## src/hdl/kf3_pkg.sv

```systemverilog
// Shared types and constants of the three-axis Kalman filter.
`timescale 1ns / 1ps
package kf3_pkg;

    localparam int AXES      = 3;
    localparam int FRAC_BITS = 16;
    localparam int DATA_W    = 32;
    localparam int GAIN_W    = FRAC_BITS + 1;
    localparam int AXIS_W    = (AXES > 1) ? $clog2(AXES) : 1;
    localparam int DIV_STEPS = GAIN_W;
    localparam int CNT_W     = $clog2(DIV_STEPS);
    localparam int CFG_IDX_W = 2;

    localparam logic [GAIN_W-1:0] ONE_FX = GAIN_W'(1) << FRAC_BITS;

    localparam logic [CFG_IDX_W-1:0] REG_PROCESS_NOISE = CFG_IDX_W'(0);
    localparam logic [CFG_IDX_W-1:0] REG_MEASURE_NOISE = CFG_IDX_W'(1);

    localparam logic [DATA_W-1:0] PROCESS_NOISE_RST = DATA_W'(65536);
    localparam logic [DATA_W-1:0] MEASURE_NOISE_RST = DATA_W'(65536);

    typedef struct packed {
        logic signed [DATA_W-1:0] obs_x;
        logic signed [DATA_W-1:0] obs_y;
        logic signed [DATA_W-1:0] obs_z;
    } obs_t;

    typedef struct packed {
        logic signed [DATA_W-1:0] est_x;
        logic signed [DATA_W-1:0] est_y;
        logic signed [DATA_W-1:0] est_z;
        logic        [GAIN_W-1:0] gain;
    } res_t;

    // controller -> datapath
    typedef struct packed {
        logic              accept;
        logic              prep;
        logic              div_step;
        logic              mul;
        logic              acc;
        logic              cmul;
        logic              cupd;
        logic              emit;
        logic [AXIS_W-1:0] axis;
    } cmd_t;

    // datapath -> controller
    typedef struct packed {
        logic out_free;
    } sts_t;

endpackage

```

## src/hdl/kalman_filter_3axis_identity.sv

```systemverilog
// Top level of the three-axis constant-position Kalman filter.
// One item at a time: the input stays closed through intake, set-up, the 17-step restoring
// gain divider, a multiply and an accumulate per axis on the shared update multiplier, the
// p update and output, and it stays closed while the output stalls.
// Reset: estimates and covariance to zero, q and r to 1.0, no result pending.
`timescale 1ns / 1ps
module kalman_filter_3axis_identity (
    input  logic                            clk,
    input  logic                            rst_n,
    input  logic                            obs_valid,
    output logic                            obs_stall,
    input  kf3_pkg::obs_t                   obs,
    output logic                            res_valid,
    input  logic                            res_stall,
    output kf3_pkg::res_t                   res,
    input  logic                            cfg_valid,
    output logic                            cfg_ready,
    input  logic [kf3_pkg::CFG_IDX_W-1:0]   cfg_index,
    input  logic [kf3_pkg::DATA_W-1:0]      cfg_data
);
    import kf3_pkg::*;

    cmd_t cmd;
    sts_t sts;

    // registers are always writable; indexes past the list are dropped
    assign cfg_ready = 1'b1;

    // sequencer: one item at a time, prior -> gain division -> per-axis
    // update -> covariance update -> output register
    kf3_ctrl u_ctrl (
        .clk       (clk),
        .rst_n     (rst_n),
        .obs_valid (obs_valid),
        .obs_stall (obs_stall),
        .sts       (sts),
        .cmd       (cmd)
    );

    // datapath holds q, r, p and the estimates; the output register lets
    // the next item enter while a result still waits downstream
    kf3_dp u_dp (
        .clk       (clk),
        .rst_n     (rst_n),
        .cmd       (cmd),
        .sts       (sts),
        .obs       (obs),
        .cfg_wr    (cfg_valid && cfg_ready),
        .cfg_index (cfg_index),
        .cfg_data  (cfg_data),
        .res_valid (res_valid),
        .res_stall (res_stall),
        .res       (res)
    );

    // gain never goes above one
    assert property (@(posedge clk) disable iff (!rst_n)
        res_valid |-> (res.gain <= ONE_FX))
        else $error("gain above one");

    // an accepted item keeps the input closed while it is worked on
    assert property (@(posedge clk) disable iff (!rst_n)
        (obs_valid && !obs_stall) |=> obs_stall)
        else $error("input reopened during item");

    // a new result only comes from an item in flight
    assert property (@(posedge clk) disable iff (!rst_n)
        $rose(res_valid) |-> $past(obs_stall))
        else $error("result without item");

    // no division, update or output command is issued while the sequencer waits for input
    assert property (@(posedge clk) disable iff (!rst_n)
        !obs_stall |-> !(cmd.div_step || cmd.acc || cmd.cupd || cmd.emit))
        else $error("datapath command while idle");

endmodule

```

## src/hdl/kf3_ctrl.sv

```systemverilog
// Sequencer of the Kalman filter: steps the datapath through one item.
`timescale 1ns / 1ps
module kf3_ctrl (
    input  logic          clk,
    input  logic          rst_n,
    input  logic          obs_valid,
    output logic          obs_stall,
    input  kf3_pkg::sts_t sts,
    output kf3_pkg::cmd_t cmd
);
    import kf3_pkg::*;

    localparam logic [2:0] ST_IDLE = 3'd0;
    localparam logic [2:0] ST_PREP = 3'd1;
    localparam logic [2:0] ST_DIV  = 3'd2;
    localparam logic [2:0] ST_MUL  = 3'd3;
    localparam logic [2:0] ST_ACC  = 3'd4;
    localparam logic [2:0] ST_CMUL = 3'd5;
    localparam logic [2:0] ST_CUPD = 3'd6;
    localparam logic [2:0] ST_EMIT = 3'd7;

    logic [2:0]        state_reg, state_next;
    logic [CNT_W-1:0]  cnt_reg, cnt_next;
    logic [AXIS_W-1:0] axis_reg, axis_next;

    assign obs_stall = (state_reg != ST_IDLE);

    always_comb
    begin
        state_next = state_reg;
        cnt_next   = cnt_reg;
        axis_next  = axis_reg;
        cmd        = '0;
        cmd.axis   = axis_reg;
        case (state_reg)
            ST_IDLE:
            begin
                if (obs_valid)
                begin
                    cmd.accept = 1'b1;
                    state_next = ST_PREP;
                end
            end
            ST_PREP:
            begin
                cmd.prep   = 1'b1;
                cnt_next   = '0;
                state_next = ST_DIV;
            end
            ST_DIV:
            begin
                cmd.div_step = 1'b1;
                cnt_next     = cnt_reg + CNT_W'(1);
                if (cnt_reg == CNT_W'(DIV_STEPS - 1))
                begin
                    axis_next  = '0;
                    state_next = ST_MUL;
                end
            end
            ST_MUL:
            begin
                cmd.mul    = 1'b1;
                state_next = ST_ACC;
            end
            ST_ACC:
            begin
                cmd.acc = 1'b1;
                if (axis_reg == AXIS_W'(AXES - 1))
                    state_next = ST_CMUL;
                else
                begin
                    axis_next  = axis_reg + AXIS_W'(1);
                    state_next = ST_MUL;
                end
            end
            ST_CMUL:
            begin
                cmd.cmul   = 1'b1;
                state_next = ST_CUPD;
            end
            ST_CUPD:
            begin
                cmd.cupd   = 1'b1;
                state_next = ST_EMIT;
            end
            ST_EMIT:
            begin
                if (sts.out_free)
                begin
                    cmd.emit   = 1'b1;
                    state_next = ST_IDLE;
                end
            end
            default:
            begin
                state_next = ST_IDLE;
            end
        endcase
    end

    always_ff @(posedge clk or negedge rst_n)
    begin
        if (!rst_n)
        begin
            state_reg <= ST_IDLE;
            cnt_reg   <= '0;
            axis_reg  <= '0;
        end
        else
        begin
            state_reg <= state_next;
            cnt_reg   <= cnt_next;
            axis_reg  <= axis_next;
        end
    end

endmodule

```

## src/hdl/kf3_dp.sv

```systemverilog
// Datapath of the Kalman filter: state, gain divider, update multiplier, output register.
`timescale 1ns / 1ps
module kf3_dp (
    input  logic                            clk,
    input  logic                            rst_n,
    input  kf3_pkg::cmd_t                   cmd,
    output kf3_pkg::sts_t                   sts,
    input  kf3_pkg::obs_t                   obs,
    input  logic                            cfg_wr,
    input  logic [kf3_pkg::CFG_IDX_W-1:0]   cfg_index,
    input  logic [kf3_pkg::DATA_W-1:0]      cfg_data,
    output logic                            res_valid,
    input  logic                            res_stall,
    output kf3_pkg::res_t                   res
);
    import kf3_pkg::*;

    localparam int DEN_W  = DATA_W + 1;
    localparam int REM_W  = DATA_W + 2;
    localparam int DIFF_W = DATA_W + 1;
    localparam int PROD_W = DIFF_W + GAIN_W + 1;
    localparam int CPR_W  = DATA_W + GAIN_W;
    localparam int NE_W   = DATA_W + 4;

    localparam logic signed [PROD_W-1:0] ROUND_HALF = PROD_W'(1) << (FRAC_BITS - 1);
    localparam logic signed [NE_W-1:0]   EST_MAX    = NE_W'(32'h7FFF_FFFF);
    localparam logic signed [NE_W-1:0]   EST_MIN    = -(NE_W'(33'h1_0000_0000) >>> 1);

    // configuration and filter state
    logic        [DATA_W-1:0] q_reg, r_reg, cov_reg;
    logic signed [DATA_W-1:0] est_reg [AXES];

    // per-item working registers
    logic signed [DATA_W-1:0] z_reg [AXES];
    logic        [DATA_W-1:0] pm_reg;
    logic        [DEN_W-1:0]  den_reg;
    logic                     den_zero_reg;
    logic        [REM_W-1:0]  rem_reg;
    logic        [GAIN_W-1:0] quot_reg;
    logic signed [PROD_W-1:0] prod_reg;
    logic        [CPR_W-1:0]  cprod_reg;
    res_t                     res_reg;
    logic                     res_valid_reg;

    logic [DATA_W:0]          pm_sum;
    logic [DATA_W-1:0]        pm_next;
    logic [DEN_W-1:0]         den_next;
    logic                     rem_ge;
    logic [REM_W-1:0]         rem_sel;
    logic [GAIN_W-1:0]        k_eff;
    logic signed [DATA_W-1:0] z_sel, e_sel;
    logic signed [DIFF_W-1:0] diff;
    logic signed [PROD_W-1:0] prod_next;
    logic signed [PROD_W-1:0] delta_wide;
    logic signed [NE_W-1:0]   ne_wide;
    logic signed [DATA_W-1:0] ne_clamp;
    logic [CPR_W-1:0]         cprod_next;

    // prior covariance, saturating
    assign pm_sum  = {1'b0, cov_reg} + {1'b0, q_reg};
    assign pm_next = pm_sum[DATA_W] ? '1 : pm_sum[DATA_W-1:0];
    assign den_next = {1'b0, pm_reg} + {1'b0, r_reg};

    // restoring divider, one quotient bit a step
    assign rem_ge  = (rem_reg >= REM_W'(den_reg));
    assign rem_sel = rem_ge ? (rem_reg - REM_W'(den_reg)) : rem_reg;

    assign k_eff = den_zero_reg ? ONE_FX : quot_reg;

    // innovation times gain on the selected axis
    assign z_sel     = z_reg[cmd.axis];
    assign e_sel     = est_reg[cmd.axis];
    assign diff      = DIFF_W'(z_sel) - DIFF_W'(e_sel);
    assign prod_next = PROD_W'(diff) * $signed({1'b0, k_eff});

    // round half up, then clamp to the signed range
    assign delta_wide = (prod_reg + ROUND_HALF) >>> FRAC_BITS;
    assign ne_wide    = NE_W'(e_sel) + delta_wide[NE_W-1:0];
    always_comb
    begin
        if (ne_wide > EST_MAX)
            ne_clamp = EST_MAX[DATA_W-1:0];
        else if (ne_wide < EST_MIN)
            ne_clamp = EST_MIN[DATA_W-1:0];
        else
            ne_clamp = ne_wide[DATA_W-1:0];
    end

    assign cprod_next = CPR_W'(ONE_FX - k_eff) * CPR_W'(pm_reg);

    assign sts.out_free = !res_valid_reg || !res_stall;
    assign res_valid    = res_valid_reg;
    assign res          = res_reg;

    always_ff @(posedge clk or negedge rst_n)
    begin
        if (!rst_n)
        begin
            q_reg         <= PROCESS_NOISE_RST;
            r_reg         <= MEASURE_NOISE_RST;
            cov_reg       <= '0;
            res_valid_reg <= 1'b0;
            for (int i = 0; i < AXES; i++)
                est_reg[i] <= '0;
        end
        else
        begin
            if (cfg_wr && cfg_index == REG_PROCESS_NOISE)
                q_reg <= cfg_data;
            if (cfg_wr && cfg_index == REG_MEASURE_NOISE)
                r_reg <= cfg_data;
            if (cmd.acc)
                est_reg[cmd.axis] <= ne_clamp;
            if (cmd.cupd)
                cov_reg <= cprod_reg[FRAC_BITS +: DATA_W];
            if (cmd.emit)
                res_valid_reg <= 1'b1;
            else if (!res_stall)
                res_valid_reg <= 1'b0;
        end
    end

    always_ff @(posedge clk)
    begin
        if (cmd.accept)
        begin
            z_reg[0] <= obs.obs_x;
            z_reg[1] <= obs.obs_y;
            z_reg[2] <= obs.obs_z;
            pm_reg   <= pm_next;
        end
        if (cmd.prep)
        begin
            den_reg      <= den_next;
            den_zero_reg <= (den_next == '0);
            rem_reg      <= REM_W'(pm_reg);
            quot_reg     <= '0;
        end
        if (cmd.div_step)
        begin
            rem_reg  <= {rem_sel[REM_W-2:0], 1'b0};
            quot_reg <= {quot_reg[GAIN_W-2:0], rem_ge};
        end
        if (cmd.mul)
            prod_reg <= prod_next;
        if (cmd.cmul)
            cprod_reg <= cprod_next;
        if (cmd.emit)
        begin
            res_reg.est_x <= est_reg[0];
            res_reg.est_y <= est_reg[1];
            res_reg.est_z <= est_reg[2];
            res_reg.gain  <= k_eff;
        end
    end

endmodule

```

## config.mk

```make
export PLATFORM = sky130hd
export DESIGN_NAME = kalman_filter_3axis_identity
export DESIGN_NICKNAME = d
export VERILOG_FILES = /design/src/hdl/kf3_pkg.sv /design/src/hdl/kalman_filter_3axis_identity.sv /design/src/hdl/kf3_ctrl.sv /design/src/hdl/kf3_dp.sv
export SDC_FILE = /design/constraint.sdc
export NUM_CORES = 2
export LEC_CHECK = 0
export BUFFER_PORTS_ARGS = -buffer_cell sky130_fd_sc_hd__buf_2
export CORE_UTILIZATION = 40
export CTS_CLUSTER_SIZE = 14
export DETAILED_ROUTE_END_ITERATION = 6
export GPL_TIMING_DRIVEN = 0
export PLACE_DENSITY = 0.68
export SLEW_MARGIN = 20
export SYNTH_ARGS = -nofsm -noshare
export SYNTH_HDL_FRONTEND = slang
export SYNTH_SLANG_ARGS = --single-unit
```

## constraint.sdc

```tcl
create_clock -name clk -period 14.7 [get_ports clk]
set_input_delay 1.47 -clock clk [delete_from_list [all_inputs] [get_ports clk]]
set_output_delay 1.47 -clock clk [all_outputs]
set_load 0.05 [all_outputs]
```

==> results summary <==
The H-tree was split into 3 levels. The synthesized design contains about 600 register bits. The final sum of negative setup slack came out at 0 ns.

The stage delay of the slowest cell on the critical path is slightly below 1 ns. The highest attainable clock frequency is approximately 73 MHz. Leaving out fill and tap cells, the most frequent cell in the layout is inv_1. Summing all multi-input logic gate instances after layout gives 0.0478 mm².

The capture point of the worst reg-to-reg path is u_dp.prod_reg[45]. The number of global-route vias before repair is approximately 55,000. Sorting the synthesized cells by area gives the leading types as fa_1 33%, edfxtp_1 17%, ha_1 7.5%, inv_1 7.4%, dfrtp_1 7.1%.

The clock latency at the later pin of the worst-skew pair came out at between 0.7 and 0.8 ns. The hold violation total from the final report came out at 0. Summed over all nets, the half-perimeter wirelength after detailed placement is roughly 180,000 µm. Setup repair after global routing left no endpoint under its margin.

The number of gates given a new drive strength after cts is 0. The net count of the mapped netlist is slightly below 9,000. In this run the remaining antenna-violating nets after routing total 0. The number of warning messages in the yosys log came out at 0.

The placeable core area came out at 0.176 mm². The number of detailed-route iterations in the first pass is 6. The number of max-cap violations came out at 0.

The library cells used most frequently in the layout, excluding fill and tap cells, are 1,394 x inv_1, 1,178 x fa_1, 884 x nand2_1. The maximum fanout along the worst path is 10. Across every metal layer, demand over resource in global routing totals 0.249. The synthesized area divided by synthesized cell count came out at between 9 and 10 µm².

The number of cells on the worst hold path is 0. The worst hold path startpoint is u_dp.est_reg[67]. The path type of the worst setup path is flop to flop. Entering global routing, the biggest net connects just under 90 pins. The number of top-level pins is between 200 and 300. The port buffer count is between 200 and 250. STA classifies the critical path startpoint as a flop. In this run, the number of DRC markers left after iteration 0 of detailed routing was approximately 4,000. After synthesis, the share of flip-flops with an asynchronous set or reset is 0.340. The count of unique library cells instantiated by Yosys came out at 92. The most used flip-flop cell after synthesis is edfxtp_1. The slowest stage of the critical path belongs to the cell o31ai_1. The effective utilization at floorplan is 0.402. The cell at the root of the clock tree is clkbuf_16.

OpenSTA, run right after detailed placement, puts the worst setup slack at 0.982 ns. The area of all sequential standard cells is 0.0169 mm². Setup violations remaining at the end of the flow were counted as 0.

The mapped cell area came out at ~0.071 mm². The overall via count from detail_route is 52,600. Clock skew on the completed layout was measured at about 0.057 ns.

The synthesized design contains roughly 390 enable-type register cells. The number of hold buffers added after cts is 0. The portion of the post-synthesis area used by sequential elements is 0.239. The placement row count is ~150. The number of filler cells placed in the layout is 16,800. Dividing the detail-routed wire length by the instance count gives 22.2 µm. Counting along the longest clock path gives a buffer depth of 3. The worst path needs 13.72 ns of the cycle, external delays included. In this run the critical register-to-register path is launched from u_ctrl.axis_reg[1]. The total placed cells including tap cells came out at 9,788. The worst pin sits at a relative slew slack of 0.136. The net total in the final layout came out at 9,255. The full die area is roughly 0.18 mm². The share of the synthesized area in the top cell type came out at 0.333.

For flop-to-flop paths, the worst setup slack is roughly 0.98 ns. After the flow finishes, the layout carries non-filler instances totaling between 9,000 and 10,000. The total setup buffers inserted after CTS came out at 0. The first-pass GRT wire length is about 340,000 µm. The worst hold path terminates at u_dp.res[84]. At the end of routability-driven placement, the weighted congestion stood at just under 1. The final routed DRC violation total is 0. The final global-route overflow total came out at 0. The initial antenna violation count is 14. The worst path setup slack after routing came out at just under 1 ns. The worst setup path is captured at a flop.

The number of buffers added by the clock tree synthesis step is 67. The total clock sinks is 597. The flip-flop count of the largest register, all copies and words added is about 110. The length in cells of the worst reg-to-reg path is 37. The horizontal extent of the die is roughly 420 µm. The run finished with clean final reports.

The biggest area contributor in the post-synthesis netlist is fa_1. The clock edge transition at the registers on the reported setup and hold paths is 0.06 ns. The cell count after synthesis is roughly 7,000.

The proportion of layout cells with a drive suffix above 1 is 0.0695. The cell repeated most along the worst path is fa_1. The slew at the pin closest to its max-slew limit came out at between 1 and 1.5 ns. The tightest min-delay check is of the flop to flop type. The signed area change from the synthesized netlist to the final layout is 9.97%.

Summed over all layers, the routed wires come to ~220,000 µm. The worst endpoint required time came out at roughly 15 ns. The data arrival time of the critical path came out at 14.15 ns. The share of the clock period used by the worst path after layout came out at 0.933. The CTS tree is built. For this run, the share of the core covered by cells in the final layout is 0.442. The via-per-instance ratio came out at about 5.3. The number of max-slew violations in the final report came out at 0. The die height came out at about 420 µm.
## cells by family after synthesis
family	Yosys count	synth area share
compound gates	821	0.0724
xor+xnor	293	0.0362
fa+ha+maj	1603	0.408
buf+inv	1668	0.0885
flops	597	0.239
mux	166	0.0251
other cells	1	0.0000529
simple gates	2034	0.131
## worst max-delay path by stage
stage / startpoint / endpoint / cells after the start
2_1_floorplan: u_ctrl.axis_reg[1] / u_dp.prod_reg[49] / 37
3_3_place_gp: u_ctrl.axis_reg[0] / u_dp.prod_reg[49] / 34
3_5_place_dp: u_ctrl.axis_reg[0] / u_dp.prod_reg[49] / 35
4_1_cts: u_ctrl.axis_reg[0] / u_dp.prod_reg[49] / 35
5_1_grt: u_ctrl.axis_reg[1] / u_dp.prod_reg[49] / 37
6_report: u_ctrl.axis_reg[1] / u_dp.prod_reg[45] / 37
## per-stage QoR
| step | instance area (µm²) | hold WS [ns] |
|---|---|---|
| floorplan | 70800 | 0.446 |
| global placement | 75000 | 0.457 |
| detailed placement | 75500 | 0.460 |
| CTS | 77900 | 0.475 |
| global route | 77900 | 0.487 |
| finish | 77900 | 0.467 |
## final cells by class
cell class	count	share of cell area
Sequential cell	597	0.217
Buffer	269	0.0131
Antenna cell	2	0.0000642
Multi-Input combinational cell	4918	0.614
Tap cell	2340	0.0376
Timing Repair Buffer	265	0.0209
Clock buffer	91	0.0239
Inverter	1399	0.0674
Clock inverter	33	0.00634
## cell usage after synthesis (12+ instances only)
cell and n:
dfrtp_1 201, or3_1 18, and2_1 305, a31oi_1 24, and3_1 61, a211oi_1 26, fa_1 1179, o211ai_1 21
o21a_1 43, nand4_1 28, nor2b_1 37, a21o_1 72, o21ai_0 212, clkbuf_1 249, nor3_1 55, and4_1 12
nand2b_1 43, mux2i_1 71, buf_1 17, nand3_1 56, xor2_1 96, nor2_1 481, a21oi_1 256, ha_1 424
nand2_1 884, o21bai_1 27, inv_1 1395, edfxtp_1 393, xnor2_1 197, mux2_2 95
## layer usage
layer | GRT usage | up-vias | share of wire
li1 | - | 23200 | -
met3 | 0.0389 | 574 | 0.072
met4 | 0.138 | 10 | 0.068
met2 | 0.411 | 2117 | 0.47
met1 | 0.313 | 26700 | 0.39
met5 | 0 | - | 0.00026
## critical path, delay by kind of cell (launching register included)
family / cells / cell delay [ns]
AOI/OAI and AO/OA: 16 / 4.90
xor gates and xnor gates: 2 / 0.53
adders and majority gates: 9 / 4.27
buffers and inverters: 7 / 2.82
DFF: 1 / 0.38
and+or+nand+nor: 3 / 0.53
Power is left out: the tool's default activity adds up to more than one toggle a clock period on the data nets, which glitch-free logic cannot reach.
